$ cat src/hw/rtl/http_header_scanner_unit_assert.svh
// assertion macros used by the header scanner rtl
`ifndef HTTP_HEADER_SCANNER_UNIT_ASSERT_SVH
`define HTTP_HEADER_SCANNER_UNIT_ASSERT_SVH

`ifndef SYNTH
// same-cycle implication
`define HHS_ASSERT_NOW(lbl, clk, rst_n, ante, cons) \
    lbl: assert property (@(posedge clk) disable iff (!(rst_n)) (ante) |-> (cons)) \
        else $error("hhs assertion failed");
// next-cycle implication
`define HHS_ASSERT_NEXT(lbl, clk, rst_n, ante, cons) \
    lbl: assert property (@(posedge clk) disable iff (!(rst_n)) (ante) |=> (cons)) \
        else $error("hhs assertion failed");
`else
`define HHS_ASSERT_NOW(lbl, clk, rst_n, ante, cons)
`define HHS_ASSERT_NEXT(lbl, clk, rst_n, ante, cons)
`endif

`endif

$ cat src/hw/rtl/hhs_pkg.sv
// types, phase codes and match patterns for the header scanner
package hhs_pkg;

    localparam logic [1:0] PH_LINE     = 2'd0;
    localparam logic [1:0] PH_SKIP     = 2'd1;
    localparam logic [1:0] PH_SKIP_END = 2'd2;
    localparam logic [1:0] PH_BODY     = 2'd3;

    localparam logic [4:0] PFX_LEN      = 5'd16;
    localparam logic [4:0] CHK_LEN      = 5'd26;
    localparam logic [4:0] MIN_LEN_LINE = 5'd17;
    localparam logic [4:0] POS_MAX      = 5'd31;
    localparam logic [7:0] CR_BYTE      = 8'h0D;
    localparam logic [7:0] DIGIT_ZERO   = 8'h30;

    typedef struct packed {
        logic [1:0]  phase;
        logic [4:0]  line_pos;
        logic        prefix_match;
        logic        chunk_match;
        logic [31:0] len_acc;
        logic [31:0] len_value;
        logic        chunked;
    } t_state;

    typedef struct packed {
        logic        body_valid;
        logic [7:0]  body_byte;
        logic        header_done;
        logic [31:0] content_length;
        logic        chunked_seen;
    } t_result;

    function automatic t_state reset_state();
        t_state s;
        s.phase        = PH_LINE;
        s.line_pos     = 5'd0;
        s.prefix_match = 1'b1;
        s.chunk_match  = 1'b1;
        s.len_acc      = 32'd0;
        s.len_value    = 32'hFFFF_FFFF;
        s.chunked      = 1'b0;
        return s;
    endfunction

    // "Content-Length: "
    function automatic logic [7:0] prefix_char(input logic [3:0] idx);
        logic [7:0] c;
        case (idx)
            4'd0:    c = "C";
            4'd1:    c = "o";
            4'd2:    c = "n";
            4'd3:    c = "t";
            4'd4:    c = "e";
            4'd5:    c = "n";
            4'd6:    c = "t";
            4'd7:    c = "-";
            4'd8:    c = "L";
            4'd9:    c = "e";
            4'd10:   c = "n";
            4'd11:   c = "g";
            4'd12:   c = "t";
            4'd13:   c = "h";
            4'd14:   c = ":";
            default: c = " ";
        endcase
        return c;
    endfunction

    // "Transfer-Encoding: chunked"
    function automatic logic [7:0] chunk_char(input logic [4:0] idx);
        logic [7:0] c;
        case (idx)
            5'd0:    c = "T";
            5'd1:    c = "r";
            5'd2:    c = "a";
            5'd3:    c = "n";
            5'd4:    c = "s";
            5'd5:    c = "f";
            5'd6:    c = "e";
            5'd7:    c = "r";
            5'd8:    c = "-";
            5'd9:    c = "E";
            5'd10:   c = "n";
            5'd11:   c = "c";
            5'd12:   c = "o";
            5'd13:   c = "d";
            5'd14:   c = "i";
            5'd15:   c = "n";
            5'd16:   c = "g";
            5'd17:   c = ":";
            5'd18:   c = " ";
            5'd19:   c = "c";
            5'd20:   c = "h";
            5'd21:   c = "u";
            5'd22:   c = "n";
            5'd23:   c = "k";
            5'd24:   c = "e";
            5'd25:   c = "d";
            default: c = 8'h00;
        endcase
        return c;
    endfunction

endpackage

$ cat src/hw/rtl/http_header_scanner_unit.sv
// The result word for a byte is registered and appears in the cycle after the byte is accepted.
// Throughput: one byte per cycle; the scan state and the result register update
// in the same edge, and a waiting result does not block the next byte while
// the downstream side takes one word per cycle.
// Reset (synchronous, active low): scanner at start of a header line, length -1,
// chunked flag clear, no result pending.
`include "http_header_scanner_unit_assert.svh"

module http_header_scanner_unit (
    input  logic               i_clk,
    input  logic               i_rst_n,
    input  logic               i_in_valid,
    output logic               o_in_ready,
    input  logic [7:0]         i_data_byte,
    input  logic               i_new_response,
    output logic               o_out_valid,
    input  logic               i_out_ready,
    output logic               o_body_valid,
    output logic [7:0]         o_body_byte,
    output logic               o_header_done,
    output logic signed [31:0] o_content_length,
    output logic               o_chunked_seen
);
    import hhs_pkg::*;

    t_state  r_state;
    t_state  n_state;
    t_result n_result;
    t_result r_result;
    logic    r_out_valid;
    logic    in_accept;

    assign o_in_ready = !r_out_valid || i_out_ready;
    assign in_accept  = i_in_valid && o_in_ready;

    hhs_step u_step (
        .i_state        (r_state),
        .i_data_byte    (i_data_byte),
        .i_new_response (i_new_response),
        .o_state        (n_state),
        .o_result       (n_result)
    );

    always_ff @(posedge i_clk) begin
        if (!i_rst_n) begin
            r_state     <= reset_state();
            r_out_valid <= 1'b0;
        end else begin
            if (in_accept) begin
                r_state <= n_state;
            end
            if (in_accept) begin
                r_out_valid <= 1'b1;
            end else if (i_out_ready) begin
                r_out_valid <= 1'b0;
            end
        end
    end

    always_ff @(posedge i_clk) begin
        if (in_accept) begin
            r_result <= n_result;
        end
    end

    assign o_out_valid      = r_out_valid;
    assign o_body_valid     = r_result.body_valid;
    assign o_body_byte      = r_result.body_byte;
    assign o_header_done    = r_result.header_done;
    assign o_content_length = r_result.content_length;
    assign o_chunked_seen   = r_result.chunked_seen;

    `HHS_ASSERT_NOW(a_body_after_header, i_clk, i_rst_n, o_out_valid && o_body_valid, o_header_done)
    `HHS_ASSERT_NOW(a_byte_zero_off_body, i_clk, i_rst_n, o_out_valid && !o_body_valid, o_body_byte == 8'd0)
    `HHS_ASSERT_NOW(a_len_neg_only_none, i_clk, i_rst_n, o_out_valid && o_content_length[31], o_content_length == 32'hFFFF_FFFF)
    `HHS_ASSERT_NOW(a_pos_only_in_line, i_clk, i_rst_n, r_state.phase != PH_LINE, r_state.line_pos == 5'd0)
    `HHS_ASSERT_NEXT(a_body_sticks, i_clk, i_rst_n, r_state.phase == PH_BODY && !(in_accept && i_new_response), r_state.phase == PH_BODY)

endmodule

$ cat src/hw/rtl/hhs_step.sv
// next-state and result logic for one byte of the response stream
module hhs_step (
    input  hhs_pkg::t_state  i_state,
    input  logic [7:0]       i_data_byte,
    input  logic             i_new_response,
    output hhs_pkg::t_state  o_state,
    output hhs_pkg::t_result o_result
);
    import hhs_pkg::*;

    t_state     base;
    t_state     nxt;
    logic       is_body;
    logic [31:0] acc_times_ten;

    assign base          = i_new_response ? reset_state() : i_state;
    assign acc_times_ten = {base.len_acc[28:0], 3'b000} + {base.len_acc[30:0], 1'b0};

    always_comb begin
        nxt     = base;
        is_body = 1'b0;
        unique case (base.phase)
            PH_LINE: begin
                if (i_data_byte == CR_BYTE) begin
                    if (base.prefix_match && (base.line_pos >= MIN_LEN_LINE) &&
                        !base.len_acc[31]) begin
                        nxt.len_value = base.len_acc;
                    end
                    if (base.chunk_match && (base.line_pos == CHK_LEN)) begin
                        nxt.chunked = 1'b1;
                    end
                    nxt.phase        = (base.line_pos == 5'd0) ? PH_SKIP_END : PH_SKIP;
                    nxt.line_pos     = 5'd0;
                    nxt.prefix_match = 1'b1;
                    nxt.chunk_match  = 1'b1;
                    nxt.len_acc      = 32'd0;
                end else begin
                    if (base.line_pos < PFX_LEN) begin
                        if (i_data_byte != prefix_char(base.line_pos[3:0])) begin
                            nxt.prefix_match = 1'b0;
                        end
                    end else begin
                        // digits past the prefix, wrapping, no digit check
                        nxt.len_acc = acc_times_ten + {24'd0, i_data_byte}
                                      - {24'd0, DIGIT_ZERO};
                    end
                    if (base.line_pos >= CHK_LEN ||
                        i_data_byte != chunk_char(base.line_pos)) begin
                        nxt.chunk_match = 1'b0;
                    end
                    if (base.line_pos != POS_MAX) begin
                        nxt.line_pos = base.line_pos + 5'd1;
                    end
                end
            end
            PH_SKIP:     nxt.phase = PH_LINE;
            PH_SKIP_END: nxt.phase = PH_BODY;
            PH_BODY:     is_body   = 1'b1;
            default:     nxt.phase = PH_LINE;
        endcase
    end

    assign o_state                 = nxt;
    assign o_result.body_valid     = is_body;
    assign o_result.body_byte      = is_body ? i_data_byte : 8'd0;
    assign o_result.header_done    = nxt.phase[1];
    assign o_result.content_length = nxt.len_value;
    assign o_result.chunked_seen   = nxt.chunked;

endmodule
$ cat config.mk
export PLATFORM = sky130hd
export DESIGN_NAME = http_header_scanner_unit
export DESIGN_NICKNAME = d
export VERILOG_FILES = /design/src/hw/rtl/hhs_pkg.sv /design/src/hw/rtl/http_header_scanner_unit.sv /design/src/hw/rtl/hhs_step.sv
export VERILOG_INCLUDE_DIRS = /design/src /design/src/hw/rtl
export SDC_FILE = /design/constraint.sdc
export NUM_CORES = 1
export LEC_CHECK = 0
export BUFFER_PORTS_ARGS = -buffer_cell sky130_fd_sc_hd__buf_2
export CAP_MARGIN = 25
export CORE_MARGIN = 4
export CORE_UTILIZATION = 50
export CTS_CLUSTER_SIZE = 10
export DETAILED_ROUTE_END_ITERATION = 8
export GPL_ROUTABILITY_DRIVEN = 0
export PLACE_DENSITY = 0.78
export SYNTH_ARGS = -nofsm -noshare
export SYNTH_HDL_FRONTEND = slang
export SYNTH_SLANG_ARGS = --single-unit
$ cat constraint.sdc
create_clock -name i_clk -period 9.13 [get_ports i_clk]
set_input_delay 1.826 -clock i_clk [delete_from_list [all_inputs] [get_ports i_clk]]
set_output_delay 1.826 -clock i_clk [all_outputs]
set_load 0.02 [all_outputs]
# Word-level counts from Yosys, hierarchy flattened
# Memories as Yosys holds them, arrays and structs flattened.
# Index checks and enable logic that the tools add are counted.
[totals] regBits=118 latch_bits=0 ram_bits=0 romBits=336 input_bits=13 output_inout_bits=45 memories=2
[op_classes] n_addsub=4 mul=0 div_mod_pow=0 magnitude_cmp=3 n_eq_ne=8 n_shift=0 muxes=22 bitwise_logic=0 reduce_logical=11
[memory_table] name="(name not given)" depth=32 word_bits=7 read_ports=1 rd_clocked_by_memory_dff=0 write_ports=0 line="hhs_pkg.sv:73" source="case (idx)"
[memory_table] name="(name not given)" depth=16 word_bits=7 read_ports=1 rd_clocked_by_memory_dff=0 write_ports=0 line="hhs_pkg.sv:49" source="case (idx)"
[op_table] operator="$mux 74" n=1
[op_table] operator="$mux 72" n=1
[op_table] operator="$mux 32" n=2
[op_table] operator="$mux 8" n=5
[op_table] operator="$mux 39" n=1
[op_table] operator="$mux 33" n=1
[op_table] operator="$add 32x32->32" n=1
[op_table] operator="$add 32x8->32" n=1
[op_table] operator="$sub 32x6->32 const B" n=1
[op_table] operator="$ne 8x8->1" n=2
[op_table] operator="$ge 5x5->1 const B" n=2
[op_table] operator="$eq 8x4->1 const B" n=1
[op_table] operator="$mux 1" n=7
[op_table] operator="$pmux 2 s3" n=1
[op_table] operator="$add 5x1->5 const B" n=1
[op_table] operator="$eq 5x5->1 const B" n=1
[op_table] operator="$logic_not 5->1" n=1
[op_table] operator="$lt 5x5->1 const B" n=1
[op_table] operator="$mux 5" n=1
[op_table] operator="$ne 5x5->1 const B" n=1
[op_table] operator="$eq 2x2->1 const B" n=2
[op_table] operator="$logic_and 1x1->1" n=4
[op_table] operator="$mux 2" n=2
[op_table] operator="$eq 2x1->1 const B" n=1
[op_table] operator="4 further kinds" n=6

# Logic depth before layout (Yosys ltp)
# Gate-level depths: netlist of the first run.
[depth] ltp_word=10 depth_mapped=19 mapped_depth_nobuf=15

# Cells and area by module
# From an unflattened synthesis of the first run, not the netlist that was laid out.
[hier_totals] hier_cells=1095 area_unflattened_um2=9158.8
[modules_own_cells] module="hhs_step" instances=1 cells_per_inst=721 area_each_um2=4750.8
[modules_own_cells] module="http_header_scanner_unit" instances=1 cells_per_inst=374 area_each_um2=4408.0

# Worst setup path before layout of the first run
# Ideal clock, no wire load.
[synth_timing] kind="input to register" from="input port i_new_response" to="register r_state[62] (netlist bit)" setup_time_ns=0.086 t_arrival_ns=5.843 required_ns=9.044 slack_ns=3.202 stages=19 path_buffers=5 path_cell_list="buf_2 > clkbuf_1 > clkbuf_1 > clkbuf_1 > clkbuf_1 > nor2_1 > xor2_1 > ha_1 > ha_1 > fa_1 > a21oi_1 > o221ai_1 > o2111ai_1 > a31oi_1 > a31o_2 > a31oi_1 > o21ai_0 > mux2i_1 > a211oi_1"
[synth_between] elab_chain_len=7
[synth_lines] item="from (decl)" line="http_header_scanner_unit.sv:15" source="input logic i_new_response,"
[synth_lines] item="$mux 74 *" line="hhs_step.sv:16" source="assign base = i_new_response ? reset_state() : i_state;"
[synth_lines] item="$add 32x32->32" line="hhs_step.sv:17" source="assign acc_times_ten = {base.len_acc[28:0], 3'b000} + {base.len_acc[30:0], 1'b0};"
[synth_lines] item="$add 32x8->32" line="hhs_step.sv:44" source="nxt.len_acc = acc_times_ten + {24'd0, i_data_byte}"
[synth_lines] item="$sub 32x6->32" line="hhs_step.sv:45" source="- {24'd0, DIGIT_ZERO};"
[synth_lines] item="$mux 32" line="hhs_step.sv:38" source="if (base.line_pos < PFX_LEN) begin"
[synth_lines] item="$mux 39" line="hhs_step.sv:24" source="if (i_data_byte == CR_BYTE) begin"
[synth_lines] item="$mux 72 *" line="hhs_step.sv:22" source="unique case (base.phase)"
[synth_lines] item="to (signal assigned)" line="http_header_scanner_unit.sv:46" source="r_state <= reset_state();"
[synth_lines] item="to (signal assigned)" line="http_header_scanner_unit.sv:50" source="r_state <= n_state;"
[synth_lines] item="to (decl)" line="http_header_scanner_unit.sv:26" source="t_state r_state;"
# Every way passes the cells marked *; elsewhere a longest branch is shown, timed or not.
# A chain may end at the register's enable or synchronous reset.

# Worst setup path after layout of the first run
[layout_timing] from="input port i_new_response" to="register r_state[6] (netlist bit)"
[layout_between] elab_chain_len=7
[layout_lines] item="$mux 74 *" line="hhs_step.sv:16"
[layout_lines] item="$ge 5x5->1" line="hhs_step.sv:25" source="if (base.prefix_match && (base.line_pos >= MIN_LEN_LINE) &&"
[layout_lines] item="$logic_and 1x1->1 (2 in series)" line="hhs_step.sv:25"
[layout_lines] item="$mux 32" line="hhs_step.sv:25"
[layout_lines] item="$mux 33" line="hhs_step.sv:24"
[layout_lines] item="$mux 72 *" line="hhs_step.sv:22"
# Marks and branches as above.

==> reports/qor.yml, run 1 <==
run_status:
  outcome: "complete, no violations"
synthesis:
  synth_top_family_by_area: "compound AO/OA/AOI/OAI gates"
  synthXorXnorAreaFrac: 0.0467
  ys.flop_type: "dfxtp_1"
  syn_area_um2: 8070
  synth-simple-area-share: 0.173
  seq_area_frac_synth: 0.346
  synth_warnings: 0
  ys_ff_latch: 118
  postSynthAreaPerCell_um2: 8.59
  synth-edff-count: 43
  yosysUniqueCellTypes: 64
  synth_fa_ha_area_frac: 0.149
  synth_compound_area_frac: 0.210
  muxShareOfSynthArea: 0.00512
  synth_fp_nets: 1046
  async_flop_share: 0
  synthCells: 939
sta:
  rsz0062_at_grt: "false"
  worst_slew_pin_slew_ns: 0.783
  setup_viol: 0
  setup_tns_ns: 0
  skew_ns: 0.0119
  slew_headroom: 0.478
  drv_slew: 0
  setup_ws_ns: 3.64
  max_freq_mhz: 182
  fin_worst_hold_slack_ns: 0.462
  min_period_ns: 5.49
  hold_violations: 0
  finalCritPeriodShare: 0.602
routing:
  dr.pass1.iters: 5
  drc_errors: 0
  routed_wl_mm: 18.9
  drt_iter0_drc: 629
  drt-wirelength-per-cell_um: 15.8
  viasPerCell: 5.71
  vias: 6815
  ant_nets: 0
pwr:
  combPwrFrac: 0.097
  vdd_drop_max_mv: 0.134
  clockPowerShare: 0.473
  power_density_nw_per_um2: 143
  power_leakage_nw: 3.57
  p_sw_mw: 0.315
  pwr-share-seq: 0.431
  p_int_mw: 0.969
  p_sw_frac: 0.245
critical_path:
  worstSetupPathType: "in2reg"
  cp_data_required_time_ns: 9.48
  start_kind: "primary input"
  critPathMaxFanout: 42
  crit_arrival_ns: 5.84
  endpoint_kind: "register"
grt:
  track_usage: 0.213
  antenna_found_initial: 0
  grt_start_max_net_pins: 69
  grt_overflow: 0
  grt_pass1_vias: 6541
  grt_pass1_wl_mm: 31.8
clock_network:
  cts-hold-fix-buffers: 0
  cts_resized: 0
  cts_tree: "yes"
  numCtsBuffers: 17
  cts-root-buf: "clkbuf_16"
  cts_max_path_buffers: 2
  cts-htree-levels: 4
  worstSkewPairLatency_ns: 0.42
  cts_setup_buffers: 0
  clk_pin_slew_worst_paths_ns: 0.05
  cts_sinks: 118
layout:
  final_cell_mix: "ha_1 (90), a21oi_1 (82), inv_1 (77), dfxtp_1 (75), nand2_1 (74)"
  drive_gt1_frac: 0.106
  diodes: 0
  final.fill_count: 1389
  synthToLayoutAreaGrowth_pct: 11.0
  register_area_um2: 2790
  final_common_cell: "ha_1"
  nNetsFinal: 1072
  multi_input_comb_area_um2: 4720
  stdcell_area_um2: 8960
job:
  cap_violations: 0
floorplanning:
  dieArea_um2: 18200
  coreArea_um2: 15800
  core.rowCount: 46
  die_width_um: 135
  start_util: 0.510
  pin_count: 58
  die-height_um: 135
placement:
  place_hpwl_mm: 12.7
  pre_cts_slack_ns: 3.31
  portBuffers: 57
  dpl_cell_area_um2: 8420
hold_path:
  hold_path_class: "reg2reg"
-- stage by stage --
stage                     utilization  instances  total power [mW]
after floorplan                     -        939             0.658
after global placement          0.532       1162             0.684
after detailed placement        0.532       1162             0.685
after CTS                       0.566       1193              1.29
after global routing            0.566       1193              1.33
final                           0.566       1193              1.28
-- cell type report --
| cell class | instances | share of cell area |
|---|---|---|
| Timing Repair Buffer | 65 | 0.0386 |
| Multi-Input combinational cell | 684 | 0.527 |
| Tap cell | 216 | 0.0302 |
| Clock inverter | 12 | 0.00992 |
| Sequential cell | 118 | 0.312 |
| Clock buffer | 19 | 0.0495 |
| Inverter | 79 | 0.0331 |
-- state kept, by name, indices dropped and copies added (netlist names) --
name	count
o_body_byte	8
o_body_valid	1
o_chunked_seen	1
o_content_length	32
o_header_done	1
o_out_valid	1
r_state	74
-- path summary, 6_finish.rpt --
path,endpoint,slack (ns),cells past startpoint,startpoint
worst max-delay path,r_state[6],3.64,12,i_new_response
worst min-delay path,r_state[27],0.46,2,r_state[27]
worst min register to register,r_state[27],0.46,2,r_state[27]
worst max register to register,r_state[6],4.81,10,r_state[71]
-- power groups by stage --
stage | Combinational, mW | Clock, mW | Sequential (mW)
2_1_floorplan | 0.0931 | 0 | 0.565
3_3_place_gp | 0.121 | 0 | 0.563
4_1_cts | 0.123 | 0.617 | 0.552
5_1_grt | 0.137 | 0.641 | 0.553
6_report | 0.124 | 0.607 | 0.553
3_5_place_dp | 0.122 | 0 | 0.563
-- logic make-up (layout without fill, tap and decap cells) --
| family | after synthesis | count (layout) |
|---|---|---|
| flops | 118 | 118 |
| buf+inv | 137 | 175 |
| xor+xnor | 43 | 43 |
| compound gates | 261 | 261 |
| mux | 4 | 4 |
| fa+ha+maj | 94 | 94 |
| simple gates | 282 | 282 |
-- Yosys cell counts (4+ instances only) --
cell type	count	area, um2
ha_1	90	1130
a21oi_1	82	410
inv_1	77	289
dfxtp_1	75	1500
nand2_1	74	278
nor2_1	71	267
o21ai_0	48	240
clkbuf_1	44	165
edfxtp_1	43	1290
nand2b_1	42	263
xnor2_1	34	298
nor2b_1	30	188
o2bb2ai_1	24	210
a22oi_1	19	143
nor3_1	16	80.1
nand3_1	13	65.1
a21o_1	12	90.1
and2_1	12	75.1
o211ai_1	9	67.6
xor2_1	9	78.8
buf_2	8	40.0
a21boi_0	7	52.6
a31oi_1	7	43.8
o22ai_1	7	43.8
nand4_1	6	37.5
a22o_1	5	43.8
a211oi_1	4	30.0
fa_1	4	80.1
o2111ai_1	4	35.0
o21a_1	4	30.0
o221ai_1	4	35.0
-- routing by layer --
layer | track usage | part of all wire
met5 | 0 | 0
met4 | 0.0812 | 0.024
met3 | 0.0361 | 0.049
met2 | 0.355 | 0.47
met1 | 0.279 | 0.45
-- worst max-delay path: stages --
cell and delay [ns]:
buf_2 0.41, buf_4 0.46, nand2b_1 0.25, ha_1 0.24, o211ai_1 0.16, nor3b_4 0.23, buf_4 0.42, or2_2 0.63
and2_1 0.60, buf_4 0.37, o22ai_1 0.13, nand2_1 0.09
Power figures use the tool's default switching activity.
==> run 2, diff against run 1 <==
- clock period: 9.13 -> 5.3 ns (I/O delays scaled with it)
==> run 2 against run 1 <==
  * Sequential power is 72% higher
  * Cell count rose by 0.34%
  * Total power increased by 77%
  * Via count is 0.50% higher
  * Routed wire length rose by 3.0%
  * Critical endpoint is now r_state[62]
==> reports/qor.yml, run 2 (synthesis gave the netlist of run 1 again) <==
clock_network:
  cts_resized: 0
  worstSkewPairLatency_ns: 0.42
  cts-root-buf: "clkbuf_16"
  numCtsBuffers: 17
  cts_tree: "yes"
  cts_max_path_buffers: 2
  cts_setup_buffers: 0
  clk_pin_slew_worst_paths_ns: 0.05
  cts-htree-levels: 4
  cts-hold-fix-buffers: 0
  cts_sinks: 118
layout:
  final.fill_count: 1380
  drive_gt1_frac: 0.111
  final_common_cell: "ha_1"
  register_area_um2: 2790
  fin_util: 0.571
  instances_no_fill: 1197
  diodes: 0
  largest_reg_flops: 74
  multi_input_comb_area_um2: 4720
  top_register: "r_state"
  stdcell_area_um2: 9040
  nNetsFinal: 1075
  final_cell_mix: "ha_1 (90), a21oi_1 (82), inv_1 (77), dfxtp_1 (75), nand2_1 (74)"
  synthToLayoutAreaGrowth_pct: 12.1
sta:
  fin_worst_hold_slack_ns: 0.462
  setup_viol: 0
  setup_tns_ns: 0
  rsz0062_at_grt: "false"
  setup_ws_ns: 0.681
  slew_headroom: 0.399
  finalCritPeriodShare: 0.871
  min_period_ns: 4.62
  drv_slew: 0
  worst_slew_pin_slew_ns: 0.901
  skew_ns: 0.00806
  max_freq_mhz: 217
  hold_violations: 0
floorplanning:
  pin_count: 58
  die_width_um: 135
  start_util: 0.510
  coreArea_um2: 15800
  core.rowCount: 46
  dieArea_um2: 18200
  die-height_um: 135
grt:
  grt_pass1_wl_mm: 32.3
  grt_pass1_vias: 6671
  grt_start_max_net_pins: 61
  antenna_found_initial: 0
  track_usage: 0.218
  grt_overflow: 0
critical_path:
  r2r-start: "r_state[35]"
  crit_start: "i_new_response"
  crit_arrival_ns: 4.95
  cp_data_required_time_ns: 5.64
  critPathMaxFanout: 17
  r2r_setup_slack_ns: 1.31
  endpoint_kind: "register"
  start_kind: "primary input"
  worstSetupPathType: "in2reg"
routing:
  dr.pass1.iters: 5
  drc_errors: 0
  routed_wl_mm: 19.5
  ant_nets: 0
  drt-wirelength-per-cell_um: 16.3
  vias: 6849
  viasPerCell: 5.72
  drt_iter0_drc: 678
pwr:
  p_sw_mw: 0.553
  pwr-share-seq: 0.419
  clockPowerShare: 0.485
  total_power_mw: 2.27
  power_leakage_nw: 3.62
  p_sw_frac: 0.243
  vdd_drop_max_mv: 0.227
  combPwrFrac: 0.097
  p_int_mw: 1.72
  power_density_nw_per_um2: 251
hold_path:
  hold_path_class: "reg2reg"
  min-delay-start: "r_state[15]"
run_status:
  outcome: "complete, no violations"
placement:
  pre_cts_slack_ns: 0.338
  place_hpwl_mm: 13.2
  dp.cells: 1165
  dpl_cell_area_um2: 8480
  portBuffers: 57
job:
  cap_violations: 0
## run 2: cell types whose count changed in the layout (fill, tap and decap cells not counted), sizes merged
| cell | previous run | this run |
|---|---|---|
| clkbuf | 19 | 25 |
| buf | 65 | 68 |
| clkinv | 8 | 5 |
| bufinv | 1 | 0 |
| clkinvlp | 3 | 2 |
## run 2: final timing paths
kind                 endpoint  cells after the start
setup / recovery  r_state[62]                     15
hold / removal    r_state[15]                      2
setup reg to reg  r_state[64]                     15
hold reg to reg   r_state[15]                      2
## run 2: cell type report
| cell class | count | share of cell area |
|---|---|---|
| clock inverter | 7 | 0.00443 |
| timing repair buffer | 68 | 0.0434 |
| clock buffer | 25 | 0.0585 |
| inverter | 79 | 0.0328 |
| multi-input combinational | 684 | 0.522 |
| sequential | 118 | 0.309 |
| tap | 216 | 0.0299 |
## run 2: power groups by stage
stage	clock network (mW)	registers, mW	logic, mW
6_report	1.10	0.952	0.219
3_5_place_dp	0	0.970	0.215
3_3_place_gp	0	0.970	0.212
4_1_cts	1.11	0.951	0.217
2_1_floorplan	0	0.974	0.160
5_1_grt	1.15	0.952	0.242
## run 2: layer usage
metal / GRT usage / part of all wire
met1: 0.287 / 0.45
met4: 0.0879 / 0.022
met2: 0.354 / 0.48
met5: 0 / 0
met3: 0.0428 / 0.047
## run 2: worst max-delay path: stages
cell and delay [ns]:
buf_2 0.30, nand2b_1 0.23, ha_1 0.25, inv_1 0.08, fa_1 0.46, fa_1 0.47, a21oi_1 0.24, o221ai_1 0.25
o2111ai_1 0.33, a31oi_1 0.22, a31o_2 0.30, a31oi_1 0.24, o21ai_0 0.15, mux2i_1 0.15, a211oi_1 0.22
==> run 3, diff against run 2 <==
- CORE_ASPECT_RATIO: unset -> 2
- clock period: 5.3 -> 4.6 ns (I/O delays scaled with it)
==> run 3 against run 2 <==
  * Via count increased by 2.2%
  * Cell count down 0.92%
  * Utilization rose by 0.58 points
  * Register-to-register slack worse by 0.52 ns
  * Total power increased by 20%
  * Clock-buffer cell count fell by 4
  * Setup slack worse by 0.23 ns
  * Global-route usage increased by 0.78 points
  * Sequential power is 16% higher
  * Sequential cell count is the same
  * Highest routed layer unchanged
==> reports/qor.yml, run 3 (synthesis gave the netlist of run 1 again) <==
run_status:
  outcome: "complete, no violations"
clock_network:
  cts_tree: "yes"
  cts_sinks: 118
  cts_resized: 0
  cts-htree-levels: 4
  cts-hold-fix-buffers: 0
  cts_max_path_buffers: 2
  cts_setup_buffers: 0
  numCtsBuffers: 17
  clk_pin_slew_worst_paths_ns: 0.06
  cts-root-buf: "clkbuf_16"
  worstSkewPairLatency_ns: 0.42
sta:
  skew_ns: 0.0108
  max_freq_mhz: 241
  slew_headroom: 0.305
  rsz0062_at_grt: "false"
  hold_violations: 0
  setup_tns_ns: 0
  setup_viol: 0
  drv_slew: 0
  min_period_ns: 4.15
  worst_slew_pin_slew_ns: 1.04
  finalCritPeriodShare: 0.902
layout:
  final_cell_mix: "ha_1 (90), a21oi_1 (81), inv_1 (77), dfxtp_1 (75), nand2_1 (74)"
  synthToLayoutAreaGrowth_pct: 12.9
  top_register: "r_state"
  stdcell_area_um2: 9110
  final.fill_count: 1462
  drive_gt1_frac: 0.121
  final_common_cell: "ha_1"
  diodes: 0
  nNetsFinal: 1079
  largest_reg_flops: 74
critical_path:
  cp_data_required_time_ns: 4.94
  crit_arrival_ns: 4.49
  cp_slowest_cell: "fa_1"
  worstSetupPathType: "in2reg"
  start_kind: "primary input"
  critPathMaxFanout: 6
  slowest_delay_ns: 0.51
  endpoint_kind: "register"
  crit_path_cell_trace: "buf_2 > nand2b_1 > ha_1 > inv_1 > fa_1 > fa_1 > a21oi_1 > o221ai_2 > o2111ai_1 > a31oi_2 > a31o_2 > a31oi_2 > o21ai_0 > mux2i_1 > a211oi_1"
pwr:
  p_sw_mw: 0.657
  pwr-share-seq: 0.402
  p_sw_frac: 0.241
  vdd_drop_max_mv: 0.268
  combPwrFrac: 0.096
  clockPowerShare: 0.502
  power_leakage_nw: 3.65
  power_density_nw_per_um2: 300
  p_int_mw: 2.07
floorplanning:
  die_width_um: 97.8
  coreArea_um2: 15800
  core.rowCount: 65
  start_util: 0.511
  die-height_um: 188
  dieArea_um2: 18400
  pin_count: 58
routing:
  viasPerCell: 5.90
  routed_wl_mm: 20.7
  vias: 7000
  drc_errors: 0
  drt-wirelength-per-cell_um: 17.5
  dr.pass1.iters: 5
  ant_nets: 0
  drt_iter0_drc: 439
grt:
  grt_start_max_net_pins: 42
  antenna_found_initial: 1
  track_usage: 0.226
  grt_pass1_vias: 6852
  grt_overflow: 0
  grt_pass1_wl_mm: 33.5
hold_path:
  hold_path_class: "reg2reg"
job:
  cap_violations: 0
placement:
  portBuffers: 57
  place_hpwl_mm: 14.6
  dpl_cell_area_um2: 8500
-- run 3: power by group through the flow --
stage / registers, mW / logic (mW) / clock network (mW)
detailed placement: 1.12 / 0.256 / 0
floorplan: 1.12 / 0.189 / 0
CTS: 1.10 / 0.259 / 1.38
global placement: 1.12 / 0.253 / 0
global route: 1.10 / 0.283 / 1.43
finish: 1.10 / 0.261 / 1.37
-- run 3: layout make-up --
type                       instances  area, um2  area share
clock inverter                    11        150      0.0165
clock buffer                      21        460      0.0506
inverter                          79        297      0.0326
timing repair buffer              72        410      0.0451
tap                              201        251      0.0276
sequential                       118       2790       0.307
multi-input combinational        684       4750       0.521
-- run 3: worst max-delay path, delay by kind of cell --
| kind | cells | cell delay [ns] |
|---|---|---|
| multiplexers | 1 | 0.13 |
| adder cells (fa/ha/maj) | 3 | 1.27 |
| AO/OA/AOI/OAI | 8 | 1.75 |
| AND/OR/NAND/NOR | 1 | 0.20 |
| buffers and inverters | 2 | 0.21 |
-- run 3: layer usage --
layer,up-vias,part of all wire,GRT usage
met2,214,0.55,0.427
li1,3377,-,-
met3,79,0.039,0.0387
met4,0,0.052,0.135
met1,3330,0.36,0.223
met5,-,0,0
-- run 3: through the flow --
| stage | util | total power [mW] | hold WS (ns) | cells | worst slack [ns] |
|---|---|---|---|---|---|
| finish | 0.577 | 2.73 | 0.462 | 1186 | 0.450 |
| global route | 0.577 | 2.81 | 0.478 | 1186 | 0.235 |
| CTS | 0.577 | 2.74 | 0.465 | 1186 | 0.484 |
| detailed placement | 0.539 | 1.37 | 0.449 | 1154 | 0.0597 |
| global placement | 0.539 | 1.37 | 0.443 | 1154 | 0.124 |
| floorplan | - | 1.31 | 0.432 | 939 | 0.00998 |
-- run 3: final timing paths --
path                                    end  slack [ns]            from  cells past startpoint
worst max-delay path            r_state[62]        0.45  i_new_response                     15
worst min-delay path            r_state[16]        0.46     r_state[16]                      2
worst max register to register  r_state[62]        0.79     r_state[34]                     14
worst min register to register  r_state[16]        0.46     r_state[16]                      2
